### src/tilt_state_detector_core_defines.svh
// Assertion helpers used by the tilt detector core.
`ifndef TILT_STATE_DETECTOR_CORE_DEFINES_SVH
`define TILT_STATE_DETECTOR_CORE_DEFINES_SVH

// Check a property on every rising edge of clk_i, off while rst_ni is low.
`define TDET_ASSERT(lbl, prop, msg) \
  lbl: assert property (@(posedge clk_i) disable iff (!rst_ni) (prop)) else $error(msg);

// Check that a condition in one cycle leads to another in the next cycle.
`define TDET_ASSERT_NEXT(lbl, ante, cons, msg) \
  lbl: assert property (@(posedge clk_i) disable iff (!rst_ni) (ante) |=> (cons)) \
    else $error(msg);

`endif

### src/tdet_pkg.sv
package tdet_pkg;

  localparam int SAMPLE_W   = 16;
  localparam int ELAPSED_W  = 16;
  localparam int THR_W      = 15;
  localparam int HOLD_W     = 16;
  localparam int TILT_W     = 2;
  localparam int CFG_IDX_W  = 8;
  localparam int CFG_DATA_W = 16;

  // Tilt state codes
  localparam logic [TILT_W-1:0] TILT_FLAT = 2'd0;
  localparam logic [TILT_W-1:0] TILT_UP   = 2'd1;
  localparam logic [TILT_W-1:0] TILT_DN   = 2'd2;

  // Register indexes
  localparam logic [CFG_IDX_W-1:0] CFG_RATE_THRESHOLD = 8'd0;
  localparam logic [CFG_IDX_W-1:0] CFG_HOLDOFF_MS     = 8'd1;

  // Register reset values
  localparam int THR_RESET  = 1000;
  localparam int HOLD_RESET = 500;

  // One accepted beat as seen by the decision logic
  typedef struct packed {
    logic                 step;     // beat carries a sample (elapsed nonzero)
    logic [ELAPSED_W-1:0] elapsed;
  } tdet_step_t;

endpackage

### src/tdet_cell.sv
module tdet_cell
  import tdet_pkg::*;
(
  input  logic                clk_i,
  input  logic                rst_ni,
  input  logic                shift_i,
  input  logic [SAMPLE_W-1:0] d_i,
  output logic [SAMPLE_W-1:0] q_o
);

  logic [SAMPLE_W-1:0] sample_q;
  logic [SAMPLE_W-1:0] sample_d;

  // Take the neighbor's sample on a shift, else hold
  assign sample_d = shift_i ? d_i : sample_q;

  always_ff @(posedge clk_i or negedge rst_ni) begin
    if (!rst_ni) begin
      sample_q <= '0;
    end else begin
      sample_q <= sample_d;
    end
  end

  assign q_o = sample_q;

endmodule

### src/tdet_ctrl.sv
module tdet_ctrl
  import tdet_pkg::*;
#(
  parameter int SumW = 20
) (
  input  logic                   clk_i,
  input  logic                   rst_ni,
  input  tdet_step_t             step_i,
  input  logic signed [SumW-1:0] sum_i,
  input  logic        [SumW-1:0] lim_i,
  input  logic      [HOLD_W-1:0] holdoff_i,
  output logic      [TILT_W-1:0] tilt_o
);

  logic [TILT_W-1:0]      tilt_q, tilt_d;
  logic [HOLD_W-1:0]      hold_q, hold_d;
  logic [HOLD_W-1:0]      hold_cnt;
  logic signed [SumW-1:0] lim_pos;
  logic signed [SumW-1:0] lim_neg;
  logic                   below_hit;
  logic                   above_hit;
  logic                   move;

  // Count the holdoff down, saturating at zero
  assign hold_cnt = (step_i.elapsed >= hold_q) ? '0 : hold_q - step_i.elapsed;

  // Compare the window sum against +/- threshold scaled by the window length
  assign lim_pos   = $signed(lim_i);
  assign lim_neg   = -lim_pos;
  assign below_hit = sum_i < lim_neg;
  assign above_hit = sum_i > lim_pos;

  // Pick the next tilt state
  always_comb begin
    tilt_d = tilt_q;
    move   = 1'b0;
    if (step_i.step && (hold_cnt == '0)) begin
      unique case (tilt_q)
        TILT_FLAT: begin
          if (below_hit) begin
            tilt_d = TILT_UP;
            move   = 1'b1;
          end else if (above_hit) begin
            tilt_d = TILT_DN;
            move   = 1'b1;
          end
        end
        TILT_UP: begin
          if (above_hit) begin
            tilt_d = TILT_FLAT;
            move   = 1'b1;
          end
        end
        TILT_DN: begin
          if (below_hit) begin
            tilt_d = TILT_FLAT;
            move   = 1'b1;
          end
        end
        default: begin
          tilt_d = tilt_q;
        end
      endcase
    end
  end

  // Reload the holdoff on a move, else advance the countdown
  always_comb begin
    hold_d = hold_q;
    if (move) begin
      hold_d = holdoff_i;
    end else if (step_i.step) begin
      hold_d = hold_cnt;
    end
  end

  always_ff @(posedge clk_i or negedge rst_ni) begin
    if (!rst_ni) begin
      tilt_q <= TILT_FLAT;
      hold_q <= '0;
    end else begin
      tilt_q <= tilt_d;
      hold_q <= hold_d;
    end
  end

  assign tilt_o = tilt_q;

endmodule

### src/tilt_state_detector_core.sv
// Tilt state detector: boxcar-averaged gyro rate with threshold and holdoff.
// A result is valid in the cycle after its item is accepted.
// Throughput: one item per cycle while in_stall_o is low; the running window sum
// and state decision are both combinational between input and output register.
// Reset (async, active low) clears the sample cells, window sum, tilt state and
// holdoff, and loads the threshold and holdoff registers with their defaults.
`include "tilt_state_detector_core_defines.svh"

module tilt_state_detector_core
  import tdet_pkg::*;
#(
  parameter int AVG_LENGTH = 8
) (
  input  logic                  clk_i,
  input  logic                  rst_ni,
  // Sample channel
  input  logic                  in_valid_i,
  output logic                  in_stall_o,
  input  logic [SAMPLE_W-1:0]   rate_sample_i,
  input  logic [ELAPSED_W-1:0]  elapsed_ms_i,
  // Result channel
  output logic                  out_valid_o,
  input  logic                  out_stall_i,
  output logic [TILT_W-1:0]     tilt_state_o,
  // Configuration channel
  input  logic                  cfg_valid_i,
  output logic                  cfg_ready_o,
  input  logic [CFG_IDX_W-1:0]  cfg_index_i,
  input  logic [CFG_DATA_W-1:0] cfg_data_i
);

  localparam int HistDepth = AVG_LENGTH - 1;
  localparam int SumW      = SAMPLE_W + 1 + $clog2(AVG_LENGTH);
  localparam int LimW      = THR_W + $clog2(AVG_LENGTH);

  logic                   in_accept;
  logic                   shift;
  tdet_step_t             step;
  logic [SAMPLE_W-1:0]    tap_w [HistDepth+1];
  logic signed [SumW-1:0] sample_ext;
  logic signed [SumW-1:0] oldest_ext;
  logic signed [SumW-1:0] hsum_q, hsum_d;
  logic signed [SumW-1:0] win_sum;
  logic [LimW-1:0]        lim_q, lim_d;
  logic [HOLD_W-1:0]      holdoff_q, holdoff_d;
  logic                   out_valid_q, out_valid_d;

  // Handshake: a new beat enters whenever the result slot is free or draining
  assign in_stall_o  = out_valid_q & out_stall_i;
  assign in_accept   = in_valid_i & ~in_stall_o;
  assign shift       = in_accept & (elapsed_ms_i != '0);
  assign cfg_ready_o = 1'b1;

  // Configuration registers; the threshold is kept pre-scaled by the window length
  always_comb begin
    lim_d     = lim_q;
    holdoff_d = holdoff_q;
    if (cfg_valid_i) begin
      priority if (cfg_index_i == CFG_RATE_THRESHOLD) begin
        lim_d = LimW'(cfg_data_i[THR_W-1:0]) * LimW'(AVG_LENGTH);
      end else if (cfg_index_i == CFG_HOLDOFF_MS) begin
        holdoff_d = cfg_data_i[HOLD_W-1:0];
      end else begin
        lim_d = lim_q;
      end
    end
  end

  always_ff @(posedge clk_i or negedge rst_ni) begin
    if (!rst_ni) begin
      lim_q     <= LimW'(THR_RESET * AVG_LENGTH);
      holdoff_q <= HOLD_W'(HOLD_RESET);
    end else begin
      lim_q     <= lim_d;
      holdoff_q <= holdoff_d;
    end
  end

  // Sample history as a row of shift cells
  assign tap_w[0] = rate_sample_i;

  for (genvar k = 0; k < HistDepth; k++) begin : g_cell
    tdet_cell u_cell (
      .clk_i   (clk_i),
      .rst_ni  (rst_ni),
      .shift_i (shift),
      .d_i     (tap_w[k]),
      .q_o     (tap_w[k+1])
    );
  end

  // Running sum of the history: add the new sample, drop the one leaving the row
  assign sample_ext = SumW'($signed(rate_sample_i));
  assign oldest_ext = SumW'($signed(tap_w[HistDepth]));
  assign win_sum    = hsum_q + sample_ext;
  assign hsum_d     = shift ? (win_sum - oldest_ext) : hsum_q;

  always_ff @(posedge clk_i or negedge rst_ni) begin
    if (!rst_ni) begin
      hsum_q <= '0;
    end else begin
      hsum_q <= hsum_d;
    end
  end

  // Tilt decision and holdoff timer
  assign step.step    = shift;
  assign step.elapsed = elapsed_ms_i;

  tdet_ctrl #(
    .SumW (SumW)
  ) u_ctrl (
    .clk_i     (clk_i),
    .rst_ni    (rst_ni),
    .step_i    (step),
    .sum_i     (win_sum),
    .lim_i     (SumW'(lim_q)),
    .holdoff_i (holdoff_q),
    .tilt_o    (tilt_state_o)
  );

  // Result valid: set on an accepted beat, drop once the beat is taken
  always_comb begin
    out_valid_d = out_valid_q;
    if (in_accept) begin
      out_valid_d = 1'b1;
    end else if (!out_stall_i) begin
      out_valid_d = 1'b0;
    end
  end

  always_ff @(posedge clk_i or negedge rst_ni) begin
    if (!rst_ni) begin
      out_valid_q <= 1'b0;
    end else begin
      out_valid_q <= out_valid_d;
    end
  end

  assign out_valid_o = out_valid_q;

  `TDET_ASSERT(a_no_overrun, (out_valid_o && out_stall_i) |-> in_stall_o, "input taken over a held result")
  `TDET_ASSERT_NEXT(a_result_follows, in_accept, out_valid_o, "accepted beat gave no result")
  `TDET_ASSERT_NEXT(a_query_keeps, in_accept && (elapsed_ms_i == '0), $stable(tilt_state_o), "query beat changed tilt")
  `TDET_ASSERT(a_change_needs_step, !$stable(tilt_state_o) |-> $past(shift), "tilt changed without a sample")

endmodule
### config.mk
export PLATFORM = sky130hd
export DESIGN_NAME = tilt_state_detector_core
export DESIGN_NICKNAME = d
export VERILOG_FILES = /design/src/tdet_pkg.sv /design/src/tdet_cell.sv /design/src/tdet_ctrl.sv /design/src/tilt_state_detector_core.sv
export VERILOG_INCLUDE_DIRS = /design/src /design/src/src
export SDC_FILE = /design/constraint.sdc
export NUM_CORES = 1
export LEC_CHECK = 0
export BUFFER_PORTS_ARGS = -buffer_cell sky130_fd_sc_hd__buf_2
export CAP_MARGIN = 20
export CORE_MARGIN = 2
export CORE_UTILIZATION = 35
export CTS_BUF_LIST = sky130_fd_sc_hd__clkbuf_16
export CTS_CLUSTER_SIZE = 24
export DETAILED_ROUTE_END_ITERATION = 7
export GPL_TIMING_DRIVEN = 0
export PLACE_DENSITY = 0.49
export SLEW_MARGIN = 20
export SYNTH_ARGS = -nofsm -noshare
export SYNTH_HDL_FRONTEND = slang
export SYNTH_SLANG_ARGS = --single-unit
### constraint.sdc
create_clock -name clk_i -period 5.65 [get_ports clk_i]
set_input_delay 0.8475 -clock clk_i [delete_from_list [all_inputs] [get_ports clk_i]]
set_output_delay 0.8475 -clock clk_i [all_outputs]
set_load 0.005 [all_outputs]
# ---- Yosys cells after proc, flatten, opt, wreduce, memory -nomap -nowiden
# Cells that the tools add are included.
dict set report word_totals {
  inputBits 61
  ff_bits 182
  wordCells 57
  out_inout_bits 5
}
dict set report op_classes {
  n_bitwise 5
  add_sub_neg 4
  reduce_logical 10
  mux 15
  magnitude_cmp 3
  eq_ne 7
}
# op count
set ops {}
lappend ops {{$mux 16} 3}
lappend ops {{$add 20x16->20} 1}
lappend ops {{$gt 20x19->1} 1}
lappend ops {{$lt 20x20->1} 1}
lappend ops {{$neg 18->20} 1}
lappend ops {{$sub 20x16->20} 1}
lappend ops {{$ge 16x16->1} 1}
lappend ops {{$logic_not 16->1} 1}
lappend ops {{$reduce_bool 16->1} 1}
lappend ops {{$sub 16x16->16} 1}
lappend ops {{$eq 8x1->1 const B} 1}
lappend ops {{$logic_not 8->1} 1}
lappend ops {{$mux 2} 4}
lappend ops {{$mux 1} 6}
lappend ops {{$ne 2x1->1 const B} 3}
lappend ops {{$pmux 2 s3} 1}
lappend ops {{$reduce_and 5->1} 1}
lappend ops {{$and 1x1->1} 3}
lappend ops {{$ne 3x1->1 const B} 1}
lappend ops {{$pmux 1 s3} 1}
lappend ops {{$reduce_and 3->1} 1}
lappend ops {{$reduce_bool 3->1} 1}
lappend ops {{$eq 2x1->1 const B} 1}
lappend ops {{$eq 2x2->1 const B} 1}
lappend ops {{5 further kinds} 6}

# ---- Depth between registers and ports, before layout
# Gate-level depths: netlist (run 1).
dict set report depth {
  word_depth 7
  ltp_mapped 22
  depth_no_buf 21
}

# ---- By module
# A second synthesis (run 1) with hierarchy kept.
dict set report hier_totals {
  cells_unflattened 1026
  hier_area_um2 11551.1
}
# mod area_each_um2 n_inst cells_each seq_area_each_um2
set by_module_without_submodules {}
lappend by_module_without_submodules {tdet_cell 649.4 7 34 400.4}
lappend by_module_without_submodules {tilt_state_detector_core 3724.8 1 374 1316.3}
lappend by_module_without_submodules {tdet_ctrl 3280.6 1 414 450.4}

# ---- Least setup slack after synthesis (run 1)
# No wires, ideal clock.
dict set report synth_path {
  kind {input to register}
  from {input rate_sample_i[0]}
  to {register u_ctrl.hold_q[5]}
  required_time_ps 5575
  path_buffers 1
  setup_ps 75
  setup_slack_ps 614
  path_stages 22
  arrival_ps 4961
  cell_sequence {ha_1 > fa_1 > a211oi_1 > o21ai_0 > a21o_1 > o21a_1 > o21ai_0 > nand2b_1 > a21oi_1 > xnor2_1 > ha_1 > a21oi_1 > nor2b_1 > a2111oi_0 > nand2_1 > o21ai_0 > a31oi_1 > o21bai_1 > a211oi_2 > buf_6 > a21oi_2 > o21ai_2}
}
dict set report synth_via {
  elab_chain_cells 7
  word_cells_on_any_way 10
  cone_classes {add/sub: 1; order compare: 2; mux: 6; reduce/logical: 1}
}
# item line
set synth_rtl {}
lappend synth_rtl {{start: declaration} tilt_state_detector_core.sv:19} ;# input logic [SAMPLE_W-1:0] rate_sample_i,
lappend synth_rtl {{$add 20x16->20 (*)} tilt_state_detector_core.sv:95} ;# assign win_sum = hsum_q + sample_ext;
lappend synth_rtl {{$gt 20x19->1} tdet_ctrl.sv:31} ;# assign above_hit = sum_i > lim_pos;
lappend synth_rtl {{$mux 1} {tdet_ctrl.sv:43, tdet_ctrl.sv:49}}
lappend synth_rtl {{$mux 1} tdet_ctrl.sv:40} ;# if (below_hit) begin
lappend synth_rtl {{$pmux 1 s3 (*)} tdet_ctrl.sv:38} ;# unique case (tilt_q)
lappend synth_rtl {{$mux 1 (*)} tdet_ctrl.sv:37} ;# if (step_i.step && (hold_cnt == '0)) begin
lappend synth_rtl {{$mux 16 / $reduce_bool 2->1 (equally long branches)} -}
lappend synth_rtl {{end signal: assignment} tdet_ctrl.sv:83} ;# hold_q <= hold_d;
lappend synth_rtl {{end: declaration} tdet_ctrl.sv:16} ;# logic [HOLD_W-1:0] hold_q, hold_d;
# Mark *: on every way between the ends. The rest lies on a longest branch, timed or not.
# A chain may end at the register's enable or synchronous reset.

# ---- Worst setup path after layout (run 1)
dict set report layout_path {
  from {input rate_sample_i[1]}
  to {register u_ctrl.tilt_q[0] (netlist: u_ctrl.tilt_o[0])}
}
dict set report layout_via {
  elab_chain_cells 4
  word_cells_on_any_way 9
  cone_classes {add/sub: 1; order compare: 2; eq/ne: 3; mux: 2; reduce/logical: 1}
}
# item line
set layout_rtl {}
lappend layout_rtl {{$add 20x16->20 (*)} tilt_state_detector_core.sv:95}
lappend layout_rtl {{$gt 20x19->1 / $lt 20x20->1 (equally long branches)} {tdet_ctrl.sv:31, tdet_ctrl.sv:30}}
lappend layout_rtl {{$ne 3x1->1 (no line) (tied with other cells)} -}
lappend layout_rtl {{$reduce_and 5->1 (no line) / $pmux 2 s3 (equally long branches)} -}
lappend layout_rtl {{end signal: assignment} tdet_ctrl.sv:82} ;# tilt_q <= tilt_d;
lappend layout_rtl {{end: declaration} tdet_ctrl.sv:15} ;# logic [TILT_W-1:0] tilt_q, tilt_d;
# Marks and branches as above.

==> flow_metrics.tcl, run 1 <==
set metrics [dict create \
    met3_usage 0.0216 \
    drive_above_1_share 0.250 \
    drtPass1Iterations 4 \
    placed_area_sq_um 11400 \
    final_cell_mix "dfrtp_1, mux2_2, ha_1" \
    crit_fanout 5 \
    wirelength_um 25600 \
    worst_slew_pin_slew_ns 0.927 \
    p_per_area_nw_per_um2 550 \
    rows 63 \
    start_util 0.355 \
    wl_per_cell_um 17.3 \
    post-place-ws_ns -0.838 \
    synth_fp_nets 1145 \
    avgSynthCellArea_sq_um 10.7 \
    grt_setup_unrepaired "false" \
    status "finished clean" \
    crit_type "primary input to flop" \
    relSlewSlack 0.382 \
    diodes 0 \
    async_reset_ff_frac 1.00 \
    final_antenna_net_count 0 \
    setup_viol 0 \
    dieHeight_um 178 \
    gr-usage-met2 0.301 \
    n_fill_cell 2908 \
    synthFlopType "dfrtp_1" \
    post-dp-hpwl_um 19500 \
    synthCells 991 \
    cts.sinks 182 \
    cp_data_required_time_ns 5.98 \
    period_needed_ns 5.27 \
    grt_antenna_before_repair 0 \
    nets 1231 \
    via_per_inst 5.11 \
    cts-buffers-inserted 17 \
    cp.arrival_ns 5.61 \
    die-area_sq_um 31600 \
    cts_tree "done" \
    whs_ns 0.371 \
    startpoint_type "primary input" \
    final_common_cell "dfrtp_1" \
    cts-root-buf "clkbuf_16" \
    drv_slew 0 \
    drt-initial-drc-count 290 \
    grt_pass1_vias 7713 \
    ys_ff_latch 182 \
    area_delta_synth_final_pct 14.4 \
    clkTransAtPathRegs_ns 0.08 \
    clkLatencyLatePin_ns 0.45 \
    hold_class "primary input to asynchronous set/reset pin" \
    core_sq_um 29700 \
    die_w_um 178 \
    synth_edf_count 0 \
    fin_skew_ns 0.0173 \
    ys_seq_area_frac 0.433 \
    final_util 0.407 \
    busiest_layer "met2" \
    p_leak_nw 5.54 \
    num_vias 7561 \
    syn_area_sq_um 10600 \
    ir_drop_mv 0.233 \
    num_io_pins 66 \
    grt_max_degree 95 \
    max_freq_ghz 0.190 \
    report.power.total_mw 6.64 \
    routabilityCongestion 0.830 \
    worstSetupEndpointType "flop" \
    hold_viol 0 \
    grt_pass1_wl_um 41300 \
    grt_util_met1 0.219 \
    drv_cap 0 \
    track_usage 0.171 \
    overflow 0 \
    ys_types 64 \
    drc_errors 0 \
    h-tree-depth 4 \
    io_buffers 64 \
    fin_crit_sh 0.933 \
    clock_path_buffers 2 \
    final_area_sq_um 12100 \
    setup_ws_ns 0.378 \
    yosys_warnings 0 \
]
-- through the flow --
step / cells / TNS (ns)
after floorplan: 991 / 0
after global placement: 1445 / -11.10
after detailed placement: 1447 / -12.13
after CTS: 1479 / 0
after global routing: 1479 / 0
final: 1479 / 0
-- metal layers --
layer / wire [um] / up-vias
met3: 649 / 28
li1: - / 3733
met4: 449 / 0
met1: 11700 / 3692
met5: 0 / -
met2: 12800 / 108
-- cell families (layout without fill, tap and decap cells) --
kind of cell / Yosys count / after routing / share of synthesized area
AO/OA/AOI/OAI: 216 / 216 / 0.135
other: 1 / 1 / 0.000355
XOR/XNOR: 58 / 58 / 0.0481
buffers and inverters: 99 / 197 / 0.0362
adder cells (fa/ha/maj): 93 / 93 / 0.112
AND/OR/NAND/NOR: 210 / 210 / 0.0944
multiplexers: 132 / 132 / 0.141
flip-flops: 182 / 182 / 0.433
-- layout make-up --
| cell class | instances | area (sq um) | area share |
|---|---|---|---|
| Inverter | 68 | 255 | 0.0211 |
| Multi-Input combinational cell | 710 | 5650 | 0.467 |
| Buffer | 31 | 128 | 0.0106 |
| Tap cell | 390 | 488 | 0.0404 |
| Clock buffer | 17 | 425 | 0.0352 |
| Clock inverter | 14 | 176 | 0.0146 |
| Timing Repair Buffer | 67 | 393 | 0.0325 |
| Sequential cell | 182 | 4570 | 0.378 |
-- sequential cells by signal, indices dropped and copies added (netlist names) --
name,flops
u_ctrl.tilt_o,2
holdoff_q,16
g_cell.u_cell.q_o,112
hsum_q,20
out_valid_o,1
lim_q,15
u_ctrl.hold_q,16
-- cells in the mapped netlist, types with 11 or more instances --
cell / n / area [sq um]
clkbuf_1: 23 / 86.3
o21ai_0: 66 / 330
nor2_1: 45 / 169
ha_1: 90 / 1130
dfrtp_1: 170 / 4250
nand4_1: 11 / 68.8
dfstp_2: 12 / 315
a21o_1: 23 / 173
a21oi_1: 45 / 225
nor3_1: 17 / 85.1
xnor2_1: 38 / 333
inv_1: 68 / 255
mux2_2: 130 / 1460
nand3_1: 16 / 80.1
nand2b_1: 11 / 68.8
xor2_1: 20 / 175
nand2_1: 74 / 278
-- worst max-delay path, cell delays in order --
cell and delay [ns]:
buf_2 0.14, ha_1 0.32, a211oi_1 0.23, o21ai_0 0.24, o31a_1 0.33, o221a_2 0.30
a21o_1 0.20, a21oi_2 0.22, o21bai_1 0.09, a21oi_1 0.17, xnor2_1 0.28, ha_1 0.33
nor2b_1 0.13, a2111oi_1 0.35, nand2_1 0.09, o21ai_1 0.25, a31oi_2 0.20, a21oi_1 0.17
o21ai_0 0.08, or3_4 0.35, mux2_4 0.30
-- repair_timing --
action	in CTS	in global routing
buffers inserted	1	0
gates resized for setup	2	6
endpoints found under the hold margin	0	0
pin swaps	1	0
hold buffers	0	0
endpoints found under the setup margin	16	17
-- path summary, 6_finish.rpt --
| path | start | to | slack, ns | cells past startpoint |
|---|---|---|---|---|
| worst max register to register | hsum_q[1]$_DFFE_PN0P_ | u_ctrl.tilt_o[0]$_DFFE_PN0P_ | 0.52 | 20 |
| max in group asynchronous | rst_ni | hsum_q[19]$_DFFE_PN0P_ | 4.41 | 3 |
| worst max-delay path | rate_sample_i[1] | u_ctrl.tilt_o[0]$_DFFE_PN0P_ | 0.38 | 21 |
| min in group clk_i | hsum_q[10]$_DFFE_PN0P_ | hsum_q[10]$_DFFE_PN0P_ | 0.49 | 2 |
| worst min-delay path | rst_ni | g_cell[1].u_cell.q_o[6]$_DFFE_PN0P_ | 0.37 | 2 |
| worst min register to register | hsum_q[10]$_DFFE_PN0P_ | hsum_q[10]$_DFFE_PN0P_ | 0.49 | 2 |
-- power breakdown --
part / leakage, nW / switching (mW) / internal, mW / total (mW)
clock network: 0.295 / 0.608 / 0.637 / 1.24
registers: 2.17 / 0.211 / 1.73 / 1.94
logic: 3.07 / 1.90 / 1.56 / 3.46
Power figures use the tool's default switching activity.
==> run 2, diff against run 1 <==
--- a/config.mk
+++ b/config.mk
@@ -9,11 +9,10 @@
 export BUFFER_PORTS_ARGS = -buffer_cell sky130_fd_sc_hd__buf_2
 export CAP_MARGIN = 20
-export CORE_MARGIN = 2
-export CORE_UTILIZATION = 35
+export CORE_UTILIZATION = 55
 export CTS_BUF_LIST = sky130_fd_sc_hd__clkbuf_16
 export CTS_CLUSTER_SIZE = 24
 export DETAILED_ROUTE_END_ITERATION = 7
 export GPL_TIMING_DRIVEN = 0
-export PLACE_DENSITY = 0.49
+export PLACE_DENSITY = 0.71
 export SLEW_MARGIN = 20
 export SYNTH_ARGS = -nofsm -noshare
==> constraint.sdc (replaced) <==
create_clock -name clk_i -period 5.65 [get_ports clk_i]
set_input_delay 1.13 -clock clk_i [delete_from_list [all_inputs] [get_ports clk_i]]
set_output_delay 1.13 -clock clk_i [all_outputs]
set_load 0.005 [all_outputs]
==> run 2 against run 1 <==
Compared with the run above:
- count of clock-buffer cells in the layout unchanged
- non-clock buffer count unchanged
- combinational power up 2%
- cell area down 1.5%
- register-to-register slack better by 0.21 ns
- critical path type unchanged
- highest routed layer unchanged
==> flow_metrics.tcl, run 2 (synthesis results as in run 1) <==
set metrics [dict create \
    status "finished clean" \
    p_leak_nw 5.55 \
    io_buffers 64 \
    num_io_pins 66 \
    final_common_cell "dfrtp_1" \
    rows 50 \
    die_w_um 141 \
    routabilityCongestion 0.899 \
    p_per_area_nw_per_um2 562 \
    drtPass1Iterations 5 \
    cts-root-buf "clkbuf_16" \
    worstSetupEndpointType "flop" \
    hold_viol 0 \
    h-tree-depth 4 \
    area_delta_synth_final_pct 12.7 \
    setup_viol 0 \
    clkTransAtPathRegs_ns 0.06 \
    final_area_sq_um 11900 \
    grt_setup_unrepaired "false" \
    cts-buffers-inserted 17 \
    period_needed_ns 5.35 \
    cp.arrival_ns 5.66 \
    grt_antenna_before_repair 0 \
    cp_data_required_time_ns 5.96 \
    relSlewSlack 0.415 \
    cts.sinks 182 \
    die-area_sq_um 19800 \
    slowest_delay_ns 0.33 \
    final_cell_mix "dfrtp_1, mux2_2, ha_1" \
    largest_reg_flops 112 \
    start_util 0.563 \
    clkLatencyLatePin_ns 0.43 \
    worst_slew_pin_slew_ns 0.877 \
    post-dp-hpwl_um 17800 \
    final_antenna_net_count 0 \
    grt_max_degree 95 \
    crit_type "primary input to flop" \
    crit_path_cell_trace "buf_2 > ha_1 > a211oi_1 > o21ai_1 > o31a_1 > o221a_2 > a21o_1 > a21oi_2 > o21bai_1 > a21oi_1 > xnor2_2 > ha_1 > nor2b_1 > a2111oi_4 > a211oi_1 > o21ai_2 > a31oi_2 > o21bai_1 > a211oi_4 > buf_4 > a221o_2" \
    drv_cap 0 \
    startpoint_type "primary input" \
    track_usage 0.251 \
    fin_crit_sh 0.947 \
    ir_drop_mv 0.313 \
    cts_tree "done" \
    whs_ns 0.484 \
    diodes 0 \
    tns_ns 0 \
    setup_ws_ns 0.301 \
    drc_errors 0 \
    max_freq_ghz 0.187 \
    hold_class "flop to flop" \
    post-place-ws_ns -1.07 \
    placed_area_sq_um 11200 \
    drv_slew 0 \
    dieHeight_um 141 \
    grt_pass1_vias 7620 \
    grt_pass1_wl_um 38100 \
    core_sq_um 18800 \
    num_vias 7665 \
    drt-initial-drc-count 367 \
    clock_path_buffers 2 \
    wirelength_um 23700 \
    via_per_inst 5.79 \
    fin_skew_ns 0.00944 \
    drive_above_1_share 0.252 \
    slowest_stage "ha_1" \
    wl_per_cell_um 17.9 \
    overflow 0 \
    nets 1231 \
    n_fill_cell 1508 \
    crit_fanout 5 \
]
==> run 2: changes by cell type in the layout (fill, tap and decap cells not counted), sizes merged <==
cell,delta
bufinv,+2
inv,-1
==> run 2: final timing paths <==
kind / end / slack, ns / cells after the start / from
min: hsum_q[10]$_DFFE_PN0P_ / 0.48 / 2 / hsum_q[10]$_DFFE_PN0P_
min in group asynchronous: g_cell[1].u_cell.q_o[5]$_DFFE_PN0P_ / 0.68 / 1 / rst_ni
max reg2reg: u_ctrl.hold_q[1]$_DFFE_PN0P_ / 0.73 / 20 / hsum_q[1]$_DFFE_PN0P_
min reg2reg: hsum_q[10]$_DFFE_PN0P_ / 0.48 / 2 / hsum_q[10]$_DFFE_PN0P_
max: u_ctrl.hold_q[1]$_DFFE_PN0P_ / 0.30 / 21 / rate_sample_i[1]
max in group asynchronous: g_cell[4].u_cell.q_o[14]$_DFFE_PN0P_ / 4.10 / 2 / rst_ni
==> run 2: power breakdown <==
group | total, mW | internal [mW] | switching [mW]
registers | 1.95 | 1.73 | 0.223
logic | 3.52 | 1.59 | 1.93
clock network | 1.23 | 0.701 | 0.528
==> run 2: repair_timing <==
action | CTS | global route
endpoints found under the setup margin | 17 | 18
gates resized for setup | 4 | 12
hold endpoints to repair | 0 | 0
setup buffers | 1 | 1
hold buffers | 0 | 0
pin swaps | 1 | 2
==> run 2: final cells by class <==
class | count | area (sq um) | share of cell area
clock inverter | 15 | 178 | 0.0149
sequential | 182 | 4570 | 0.384
buffer | 31 | 128 | 0.0107
tap | 234 | 293 | 0.0246
clock buffer | 17 | 425 | 0.0357
multi-input combinational | 710 | 5680 | 0.477
inverter | 68 | 255 | 0.0214
timing repair buffer | 67 | 373 | 0.0313
==> run 2: critical path, delay by kind of cell <==
family / cells / cell delay [ns]
compound gates: 15 / 3.20
buf+inv: 2 / 0.31
fa+ha+maj: 2 / 0.64
xor+xnor: 1 / 0.15
simple gates: 1 / 0.23
==> run 2: per-layer routing <==
layer  wire length, um  vias to the layer above  global-route usage
met5                 0                        -                   0
met4               390                        0              0.0807
met3               551                       20              0.0319
met2             12400                      103               0.468
met1             10400                     3808               0.302
li1                  -                     3734                   -
==> run 2: per-stage QoR <==
stage                      util  std cells  total power [mW]
after floorplan               -        991              4.56
after global placement    0.595       1289              5.23
after detailed placement  0.598       1290              5.33
after CTS                 0.631       1323              6.63
after global routing      0.634       1324              7.23
final                     0.634       1324              6.70
